`src/design/spr_pkg.sv`:
```
// Shared types and constants for the speed ramp position generator.
// No dependencies; used by every module of the block.
`timescale 1ns / 1ps

package spr_pkg;

    localparam int NUM_RANGES_DEF = 5;
    localparam int FRAC_BITS_DEF  = 16;

    localparam int ACCEL_W    = 16;
    localparam int FRAME_W    = 32;
    localparam int COUNT_W    = 3;
    localparam int RANGE_W    = 64;
    localparam int CFG_IDX_W  = 3;
    localparam int CFG_DATA_W = 64;
    localparam int IN_W       = 8;

    localparam logic [CFG_IDX_W-1:0] REG_ACCEL_STEP   = 3'd0;
    localparam logic [CFG_IDX_W-1:0] REG_TRACK_FRAMES = 3'd1;
    localparam logic [CFG_IDX_W-1:0] REG_RANGE_COUNT  = 3'd2;
    localparam logic [CFG_IDX_W-1:0] REG_RANGE_0      = 3'd3;

    typedef struct packed {
        logic [ACCEL_W-1:0] accel_step;
        logic [FRAME_W-1:0] track_frames;
        logic [COUNT_W-1:0] range_count;
    } cfg_scalar_t;

endpackage

```
`src/design/spr_cfg_regs.sv`:
```
// Configuration register file: accel step, track length, range count, ranges.
// Depends on spr_pkg.
`timescale 1ns / 1ps

module spr_cfg_regs #(
    parameter int NUM_RANGES = spr_pkg::NUM_RANGES_DEF
) (
    input  logic                             aclk,
    input  logic                             aresetn,
    input  logic                             cfg_we,
    input  logic [spr_pkg::CFG_IDX_W-1:0]    cfg_index,
    input  logic [spr_pkg::CFG_DATA_W-1:0]   cfg_wdata,
    output spr_pkg::cfg_scalar_t             cfg_scalar,
    output logic [spr_pkg::RANGE_W-1:0]      ranges [NUM_RANGES]
);

    spr_pkg::cfg_scalar_t            scalar_reg;
    logic [spr_pkg::RANGE_W-1:0]     range_reg [NUM_RANGES];

    always_ff @(posedge aclk) begin
        if (!aresetn) begin
            scalar_reg.accel_step   <= '0;
            scalar_reg.track_frames <= '0;
            scalar_reg.range_count  <= spr_pkg::COUNT_W'(1);
            for (int r = 0; r < NUM_RANGES; r++) begin
                range_reg[r] <= '0;
            end
        end else if (cfg_we) begin
            case (cfg_index)
                spr_pkg::REG_ACCEL_STEP: begin
                    scalar_reg.accel_step <= cfg_wdata[spr_pkg::ACCEL_W-1:0];
                end
                spr_pkg::REG_TRACK_FRAMES: begin
                    scalar_reg.track_frames <= cfg_wdata[spr_pkg::FRAME_W-1:0];
                end
                spr_pkg::REG_RANGE_COUNT: begin
                    scalar_reg.range_count <= cfg_wdata[spr_pkg::COUNT_W-1:0];
                end
                default: begin
                    for (int r = 0; r < NUM_RANGES; r++) begin
                        if (cfg_index == spr_pkg::CFG_IDX_W'(spr_pkg::REG_RANGE_0 + r)) begin
                            range_reg[r] <= cfg_wdata[spr_pkg::RANGE_W-1:0];
                        end
                    end
                end
            endcase
        end
    end

    assign cfg_scalar = scalar_reg;
    assign ranges     = range_reg;

endmodule

```
`src/design/spr_step_core.sv`:
```
// Playback state (position, speed, range index, peak) and the per-request step.
// Depends on spr_pkg; fed by spr_cfg_regs.
`timescale 1ns / 1ps

module spr_step_core #(
    parameter int NUM_RANGES = spr_pkg::NUM_RANGES_DEF,
    parameter int FRAC_BITS  = spr_pkg::FRAC_BITS_DEF,
    localparam int SPW = 8 + FRAC_BITS
) (
    input  logic                             aclk,
    input  logic                             aresetn,
    input  spr_pkg::cfg_scalar_t             cfg_scalar,
    input  logic [spr_pkg::RANGE_W-1:0]      ranges [NUM_RANGES],
    input  logic                             step_en,
    input  logic                             restart,
    output logic [spr_pkg::FRAME_W-1:0]      res_frame,
    output logic [SPW-1:0]                   res_speed,
    output logic                             res_done
);

    localparam int FW  = FRAC_BITS + 32;
    localparam int PW  = FRAC_BITS + 33;
    localparam int RIW = (NUM_RANGES > 1) ? $clog2(NUM_RANGES) : 1;
    localparam int CW  = 4;
    localparam int COUNT_W_L = spr_pkg::COUNT_W;
    localparam logic [SPW-1:0] ONE_SPEED = {8'd1, {FRAC_BITS{1'b0}}};
    localparam logic [SPW-1:0] SPD_MAX   = {1'b0, {(SPW-1){1'b1}}};
    localparam logic [SPW-1:0] SPD_MIN   = {1'b1, {(SPW-1){1'b0}}};
    localparam logic [PW-1:0]  POS_MAX   = {1'b0, {(PW-1){1'b1}}};
    localparam logic [PW-1:0]  POS_MIN   = {1'b1, {(PW-1){1'b0}}};

    logic [PW-1:0]   position_reg, position_next;
    logic [SPW-1:0]  speed_reg, speed_next;
    logic [RIW-1:0]  range_index_reg, range_index_next;
    logic [32:0]     peak_reg, peak_next;

    logic [PW-1:0]   pos_e;
    logic [SPW-1:0]  spd_e;
    logic [RIW-1:0]  idx_e;
    logic [32:0]     peak_e;
    logic [FW-1:0]   pos_u;
    logic [SPW-1:0]  acc;
    logic [COUNT_W_L-1:0] count;
    logic [31:0]     cur_start, cur_stop, nxt_start;
    logic [RIW-1:0]  idx_nx;
    logic            done, in_rng, past_stop, has_next, falling;
    logic [SPW:0]    spd_sum;
    logic [SPW-1:0]  spd_sat, spd_new;
    logic [PW:0]     pos_sum;
    logic [PW-1:0]   pos_new;

    if (FRAC_BITS >= 16) begin : g_acc_up
        assign acc = SPW'(cfg_scalar.accel_step) << (FRAC_BITS - 16);
    end else begin : g_acc_dn
        assign acc = SPW'(cfg_scalar.accel_step >> (16 - FRAC_BITS));
    end

    always_comb begin
        if (cfg_scalar.range_count == '0) begin
            count = COUNT_W_L'(1);
        end else if (32'(cfg_scalar.range_count) > NUM_RANGES) begin
            count = COUNT_W_L'(NUM_RANGES);
        end else begin
            count = cfg_scalar.range_count;
        end

        pos_e  = restart ? '0 : position_reg;
        spd_e  = restart ? ONE_SPEED : speed_reg;
        idx_e  = restart ? '0 : range_index_reg;
        peak_e = restart ? {1'b0, ranges[0][31:0]} : peak_reg;
        pos_u  = pos_e[FW-1:0];

        done = pos_e[PW-1] || (pos_u >= {cfg_scalar.track_frames, {FRAC_BITS{1'b0}}});

        cur_start = ranges[idx_e][31:0];
        cur_stop  = ranges[idx_e][63:32];
        idx_nx    = RIW'(idx_e + 1'b1);
        nxt_start = ranges[idx_nx][31:0];
        has_next  = (CW'(idx_e) + CW'(1)) < CW'(count);

        in_rng    = (pos_u >= {cur_start, {FRAC_BITS{1'b0}}})
                 && (pos_u <= {cur_stop, {FRAC_BITS{1'b0}}});
        past_stop = pos_u > {cur_stop, {FRAC_BITS{1'b0}}};

        peak_next        = peak_e;
        range_index_next = idx_e;
        if (!in_rng && past_stop) begin
            if (has_next) begin
                range_index_next = idx_nx;
                peak_next        = 33'(cur_stop) + 33'(nxt_start);
            end else begin
                peak_next = 33'(cur_stop) + 33'(cfg_scalar.track_frames);
            end
        end

        falling = pos_u > {peak_next, {(FRAC_BITS-1){1'b0}}};
        if (falling) begin
            spd_sum = {spd_e[SPW-1], spd_e} - {1'b0, acc};
        end else begin
            spd_sum = {spd_e[SPW-1], spd_e} + {1'b0, acc};
        end
        if (spd_sum[SPW] != spd_sum[SPW-1]) begin
            spd_sat = spd_sum[SPW] ? SPD_MIN : SPD_MAX;
        end else begin
            spd_sat = spd_sum[SPW-1:0];
        end
        spd_new = in_rng ? ONE_SPEED : spd_sat;

        pos_sum = {pos_e[PW-1], pos_e} + {{(PW+1-SPW){spd_new[SPW-1]}}, spd_new};
        if (pos_sum[PW] != pos_sum[PW-1]) begin
            pos_new = pos_sum[PW] ? POS_MIN : POS_MAX;
        end else begin
            pos_new = pos_sum[PW-1:0];
        end

        if (done) begin
            position_next    = pos_e;
            speed_next       = spd_e;
            range_index_next = idx_e;
            peak_next        = peak_e;
            res_frame        = '0;
        end else begin
            position_next = pos_new;
            speed_next    = spd_new;
            res_frame     = pos_u[FW-1:FRAC_BITS];
        end
        res_speed = speed_next;
        res_done  = done;
    end

    always_ff @(posedge aclk) begin
        if (!aresetn) begin
            position_reg    <= '0;
            speed_reg       <= ONE_SPEED;
            range_index_reg <= '0;
            peak_reg        <= '0;
        end else if (step_en) begin
            position_reg    <= position_next;
            speed_reg       <= speed_next;
            range_index_reg <= range_index_next;
            peak_reg        <= peak_next;
        end
    end

    a_index_bound: assert property (@(posedge aclk) disable iff (!aresetn)
        32'(range_index_reg) < NUM_RANGES)
        else $error("range index beyond range table");

    a_done_holds: assert property (@(posedge aclk) disable iff (!aresetn)
        step_en && res_done && !restart |=> $stable(position_reg) && $stable(speed_reg))
        else $error("state moved on a done request");

endmodule

```
`src/design/speed_ramp_position_generator_unit.sv`:
```
// Top level of the speed ramp position generator: stream ports, output register.
// Depends on spr_pkg, spr_cfg_regs and spr_step_core.
// The result is registered and valid in the cycle after the request is accepted.
// Throughput: one request per cycle unless m_tvalid is held without m_tready;
// the state update loop in spr_step_core (position, speed, range, peak) sets this figure.
// Reset (aresetn low, synchronous): position 0, speed 1.0, range 0, peak 0,
// registers to their reset values, output empty. No clearing pass.
`timescale 1ns / 1ps

module speed_ramp_position_generator_unit #(
    parameter int NUM_RANGES = spr_pkg::NUM_RANGES_DEF,
    parameter int FRAC_BITS  = spr_pkg::FRAC_BITS_DEF,
    localparam int SPW   = 8 + FRAC_BITS,
    localparam int OUT_W = ((spr_pkg::FRAME_W + SPW + 7) / 8) * 8
) (
    input  logic                             aclk,
    input  logic                             aresetn,
    input  logic                             cfg_we,
    input  logic [spr_pkg::CFG_IDX_W-1:0]    cfg_index,
    input  logic [spr_pkg::CFG_DATA_W-1:0]   cfg_wdata,
    input  logic                             s_tvalid,
    output logic                             s_tready,
    input  logic [spr_pkg::IN_W-1:0]         s_tdata,   // [0] restart
    output logic                             m_tvalid,
    input  logic                             m_tready,
    output logic [OUT_W-1:0]                 m_tdata,   // source_frame, current_speed
    output logic                             m_tuser    // [0] done_res
);

    spr_pkg::cfg_scalar_t            cfg_scalar;
    logic [spr_pkg::RANGE_W-1:0]     ranges [NUM_RANGES];
    logic                            s_accept;
    logic [spr_pkg::FRAME_W-1:0]     res_frame;
    logic [SPW-1:0]                  res_speed;
    logic                            res_done;
    logic                            m_tvalid_reg;
    logic [OUT_W-1:0]                m_tdata_reg;
    logic                            m_tuser_reg;

    spr_cfg_regs #(
        .NUM_RANGES (NUM_RANGES)
    ) u_cfg (
        .aclk       (aclk),
        .aresetn    (aresetn),
        .cfg_we     (cfg_we),
        .cfg_index  (cfg_index),
        .cfg_wdata  (cfg_wdata),
        .cfg_scalar (cfg_scalar),
        .ranges     (ranges)
    );

    spr_step_core #(
        .NUM_RANGES (NUM_RANGES),
        .FRAC_BITS  (FRAC_BITS)
    ) u_core (
        .aclk       (aclk),
        .aresetn    (aresetn),
        .cfg_scalar (cfg_scalar),
        .ranges     (ranges),
        .step_en    (s_accept),
        .restart    (s_tdata[0]),
        .res_frame  (res_frame),
        .res_speed  (res_speed),
        .res_done   (res_done)
    );

    assign s_tready = !m_tvalid_reg || m_tready;
    assign s_accept = s_tvalid && s_tready;

    always_ff @(posedge aclk) begin
        if (!aresetn) begin
            m_tvalid_reg <= 1'b0;
        end else if (s_accept) begin
            m_tvalid_reg <= 1'b1;
        end else if (m_tready) begin
            m_tvalid_reg <= 1'b0;
        end
    end

    always_ff @(posedge aclk) begin
        if (s_accept) begin
            m_tdata_reg <= OUT_W'({res_speed, res_frame});
            m_tuser_reg <= res_done;
        end
    end

    assign m_tvalid = m_tvalid_reg;
    assign m_tdata  = m_tdata_reg;
    assign m_tuser  = m_tuser_reg;

    a_accept_gives_result: assert property (@(posedge aclk) disable iff (!aresetn)
        s_accept |=> m_tvalid)
        else $error("accepted request produced no result");

    a_done_frame_zero: assert property (@(posedge aclk) disable iff (!aresetn)
        m_tvalid && m_tuser |-> m_tdata[spr_pkg::FRAME_W-1:0] == '0)
        else $error("done result carries a nonzero frame");

endmodule
```
`config.mk`:
```
export PLATFORM = sky130hd
export DESIGN_NAME = speed_ramp_position_generator_unit
export DESIGN_NICKNAME = d
export VERILOG_FILES = /design/src/design/spr_pkg.sv /design/src/design/spr_cfg_regs.sv /design/src/design/spr_step_core.sv /design/src/design/speed_ramp_position_generator_unit.sv
export SDC_FILE = /design/constraint.sdc
export NUM_CORES = 2
export LEC_CHECK = 0
export ABC_AREA = 1
export BUFFER_PORTS_ARGS = -buffer_cell sky130_fd_sc_hd__buf_2
export CAP_MARGIN = 10
export CORE_ASPECT_RATIO = 1.1
export CORE_MARGIN = 2
export CORE_UTILIZATION = 60
export CTS_CLUSTER_DIAMETER = 100
export DETAILED_ROUTE_END_ITERATION = 10
export HOLD_SLACK_MARGIN = 0.12
export PLACE_DENSITY = 0.78
export SYNTH_ARGS = -nofsm -noshare
export SYNTH_HDL_FRONTEND = slang
export SYNTH_SLANG_ARGS = --single-unit
```
`constraint.sdc`:
```
create_clock -name aclk -period 15.85 [get_ports aclk]
set_input_delay 3.9625 -clock aclk [delete_from_list [all_inputs] [get_ports aclk]]
set_output_delay 3.9625 -clock aclk [all_outputs]
set_load 0.005 [all_outputs]
```
==> results.py <==
metrics = {
    "power": {
        "intPower_mw": 3.257,
        "switchingPower_mw": 2.525,
        "p_leak_nw": 17.99,
        "cellPowerDensity_nw_per_um2": 148.2,
        "p_seq_frac": 0.277,
        "vdd_ir_drop_max_uv": 208.3,
        "pwr-share-comb": 0.473,
        "swShare": 0.4366,
        "clkPwrFrac": 0.250,
    },
    "grt": {
        "grt_pass1_wl_um": 193600,
        "use_met3": 0.07369,
        "grt_max_degree": 124,
        "gr-total-overflow": 0,
        "grt.met2_usage": 0.6353,
        "grt_pass1_vias": 34440,
        "antenna_found_initial": 9,
        "grt.busiest_layer": "met2",
        "grtUsageMet1": 0.5111,
        "track_usage": 0.4027,
    },
    "critical_path": {
        "cp_slowest_cell": "nor4_1",
        "cp_top_family": "simple AND/OR/NAND/NOR gates",
        "required_ns": 16.32,
        "crit_top_cell": "nand2_1",
        "startpoint_type": "input port",
        "arrival_ns": 15.39,
        "critical_path.max_fanout": 23,
        "crit_type": "input port to register",
        "cpPeakStageDelay_ns": 0.48,
        "cp.buffers_inverters": 16,
        "endpoint_kind": "register",
    },
    "placed_design": {
        "place_congestion": 1.051,
        "port-buffer-count": 131,
        "dp_cells": 6061,
        "hpwlAfterDp_um": 87880,
    },
    "routing": {
        "vias_per_cell": 5.990,
        "firstDrtPassIters": 9,
        "drcViolationCount": 0,
        "routedWlPerCell_um": 20.47,
        "vias": 37000,
        "routed_wl_um": 126400,
        "drtAntennaViolNets": 0,
        "dr.first_iter.drc_count": 4294,
    },
    "worst_hold_path": {
        "hp-class": "register to register",
    },
    "die": {
        "die-area_um2": 61130,
        "die_h_um": 259.1,
        "initial_utilization": 0.6065,
        "rows": 93,
        "ios": 139,
        "die_x_um": 235.9,
        "coreArea_um2": 58530,
    },
    "clock_tree": {
        "clock_tree.buffer_depth": 3,
        "cts_tree": "yes",
        "numClockSinks": 538,
        "insertion_delay_ns": 0.66,
        "hold_buffers": 0,
        "ctsResizeCount": 0,
        "root_buffer": "clkbuf_16",
        "cts_setup_buffers": 0,
        "clkTransAtPathRegs_ns": 0.06,
        "numCtsBuffers": 58,
        "cts.htree.levels": 2,
    },
    "yosys": {
        "syn_inst": 5341,
        "yosysWarnings": 0,
        "ys_ff_latch": 538,
        "synth-edff-count": 57,
        "seq_area_frac_synth": 0.3195,
        "ys_types": 57,
        "mappedNetlistArea_um2": 35500,
        "synthFlopType": "dfxtp_1",
        "synth_fp_nets": 5661,
        "synthArstFlopShare": 0,
        "syn_area_per_cell_um2": 6.646,
    },
    "sta": {
        "final-hold-violation-count": 0,
        "finalClockSkew_ns": 0.04424,
        "setup_viol": 0,
        "worst_slew_pin_slew_ns": 1.226,
        "post-route-period-util": 0.9411,
        "max-slew-margin-rel": 0.1749,
        "grt_setup_unrepaired": "false",
        "period_needed_ns": 14.92,
        "tns_ns": 0,
        "slew_viol_final": 0,
        "fin_hold_ws_ns": 0.4582,
        "max_freq_mhz": 67.04,
    },
    "finish": {
        "area_growth_pct": 9.894,
        "finalNonFillerCells": 6177,
        "largest_reg_flops": 320,
        "layout_common_cells": "nand2_1, nor2_1, o21ai_0, a21oi_1, inv_1",
        "drive_above_1_share": 0.07948,
        "layout_commonest_cell": "nand2_1",
        "final_nets": 5681,
    },
    "status": {
        "outcome": "finished clean",
    },
    "job": {
        "max_cap_violations": 0,
    },
}
[worst paths after layout]
check,start,to,slack [ns],depth (start not counted)
setup reg to reg,u_core.range_index_reg[0],u_core.position_reg[8],3.72,67
hold reg to reg,u_cfg.ranges[62],u_cfg.ranges[62],0.46,2
setup / recovery,s_tdata[0],u_core.position_reg[8],0.93,67
hold / removal,u_cfg.ranges[62],u_cfg.ranges[62],0.46,2
[routing by layer]
layer | part of all wire | wire, um
met5 | 0.00019 | 24
met4 | 0.069 | 8661
met3 | 0.10 | 12770
met2 | 0.44 | 55310
met1 | 0.39 | 49670
[Yosys cell counts, drive strengths merged, types with 3 or more instances]
master / count / area (um^2)
buf: 62 / 351.6
o21bai: 13 / 97.59
ha: 237 / 2965
or2: 6 / 37.54
a32o: 40 / 400.4
o21ai: 650 / 3253
clkbuf: 227 / 853.3
a21oi: 587 / 2942
nor4: 17 / 112.6
nand3b: 5 / 37.54
edfxtp: 57 / 1712
nand3: 182 / 1106
and3: 3 / 18.77
xor2: 63 / 551.8
nand2: 960 / 3623
a221oi: 33 / 289.0
o22ai: 13 / 81.33
nor2: 868 / 3273
a32oi: 12 / 105.1
a21boi: 11 / 82.58
nor3: 31 / 160.1
o21a: 71 / 533.0
a31oi: 33 / 206.5
fa: 3 / 60.06
nand4: 30 / 193.9
dfxtp: 481 / 9629
o211ai: 21 / 157.7
a21o: 20 / 150.1
inv: 552 / 2074
and2: 3 / 18.77
a211oi: 5 / 37.54
xnor2: 35 / 306.5
[logic make-up (layout without fill, tap and decap cells)]
logic type | after synthesis | count (layout) | share of synthesized area
multiplexers | 1 | 1 | 0.0002820
other | 0 | 7 | 0
XOR/XNOR | 98 | 98 | 0.02418
AND/OR/NAND/NOR | 2108 | 2108 | 0.2424
adder cells (fa/ha/maj) | 240 | 240 | 0.08523
buffers and inverters | 843 | 912 | 0.09259
AO/OA/AOI/OAI | 1513 | 1513 | 0.2358
flip-flops | 538 | 538 | 0.3195
[metrics by stage]
stage / worst slack, ns / util / cell area, um^2 / total power [mW]
after floorplan: 2.640 / - / 35500 / 3.537
after global placement: 0.6280 / 0.6315 / 36960 / 4.269
after detailed placement: 0.5273 / 0.6315 / 36960 / 4.306
after CTS: 1.124 / 0.6662 / 38990 / 5.745
after global routing: 0.1131 / 0.6665 / 39010 / 6.147
final: 0.9331 / 0.6665 / 39010 / 5.782
[worst min-delay path: cells and delay by family, from the launching register on]
kind / cells / cell delay, ns
AO/OA/AOI/OAI: 1 / 0.06
flip-flops: 1 / 0.30
buffers and inverters: 1 / 0.06
[cell type report]
| class | instances | area (um^2) |
|---|---|---|
| Antenna cell | 7 | 17.52 |
| Clock buffer | 81 | 1669 |
| Clock inverter | 28 | 360.3 |
| Fill cell | 5471 | 19520 |
| Inverter | 554 | 2088 |
| Multi-Input combinational cell | 3960 | 20940 |
| Sequential cell | 538 | 11340 |
| Tap cell | 760 | 950.9 |
| Timing Repair Buffer | 249 | 1640 |
[power by group through the flow]
stage | logic (mW) | clock network, mW | registers (mW)
final | 2.74 | 1.45 | 1.60
after global routing | 3.03 | 1.50 | 1.61
after CTS | 2.70 | 1.45 | 1.60
after detailed placement | 2.68 | 0 | 1.63
after global placement | 2.64 | 0 | 1.63
after floorplan | 1.91 | 0 | 1.62
(Power assumes the default switching activity.)
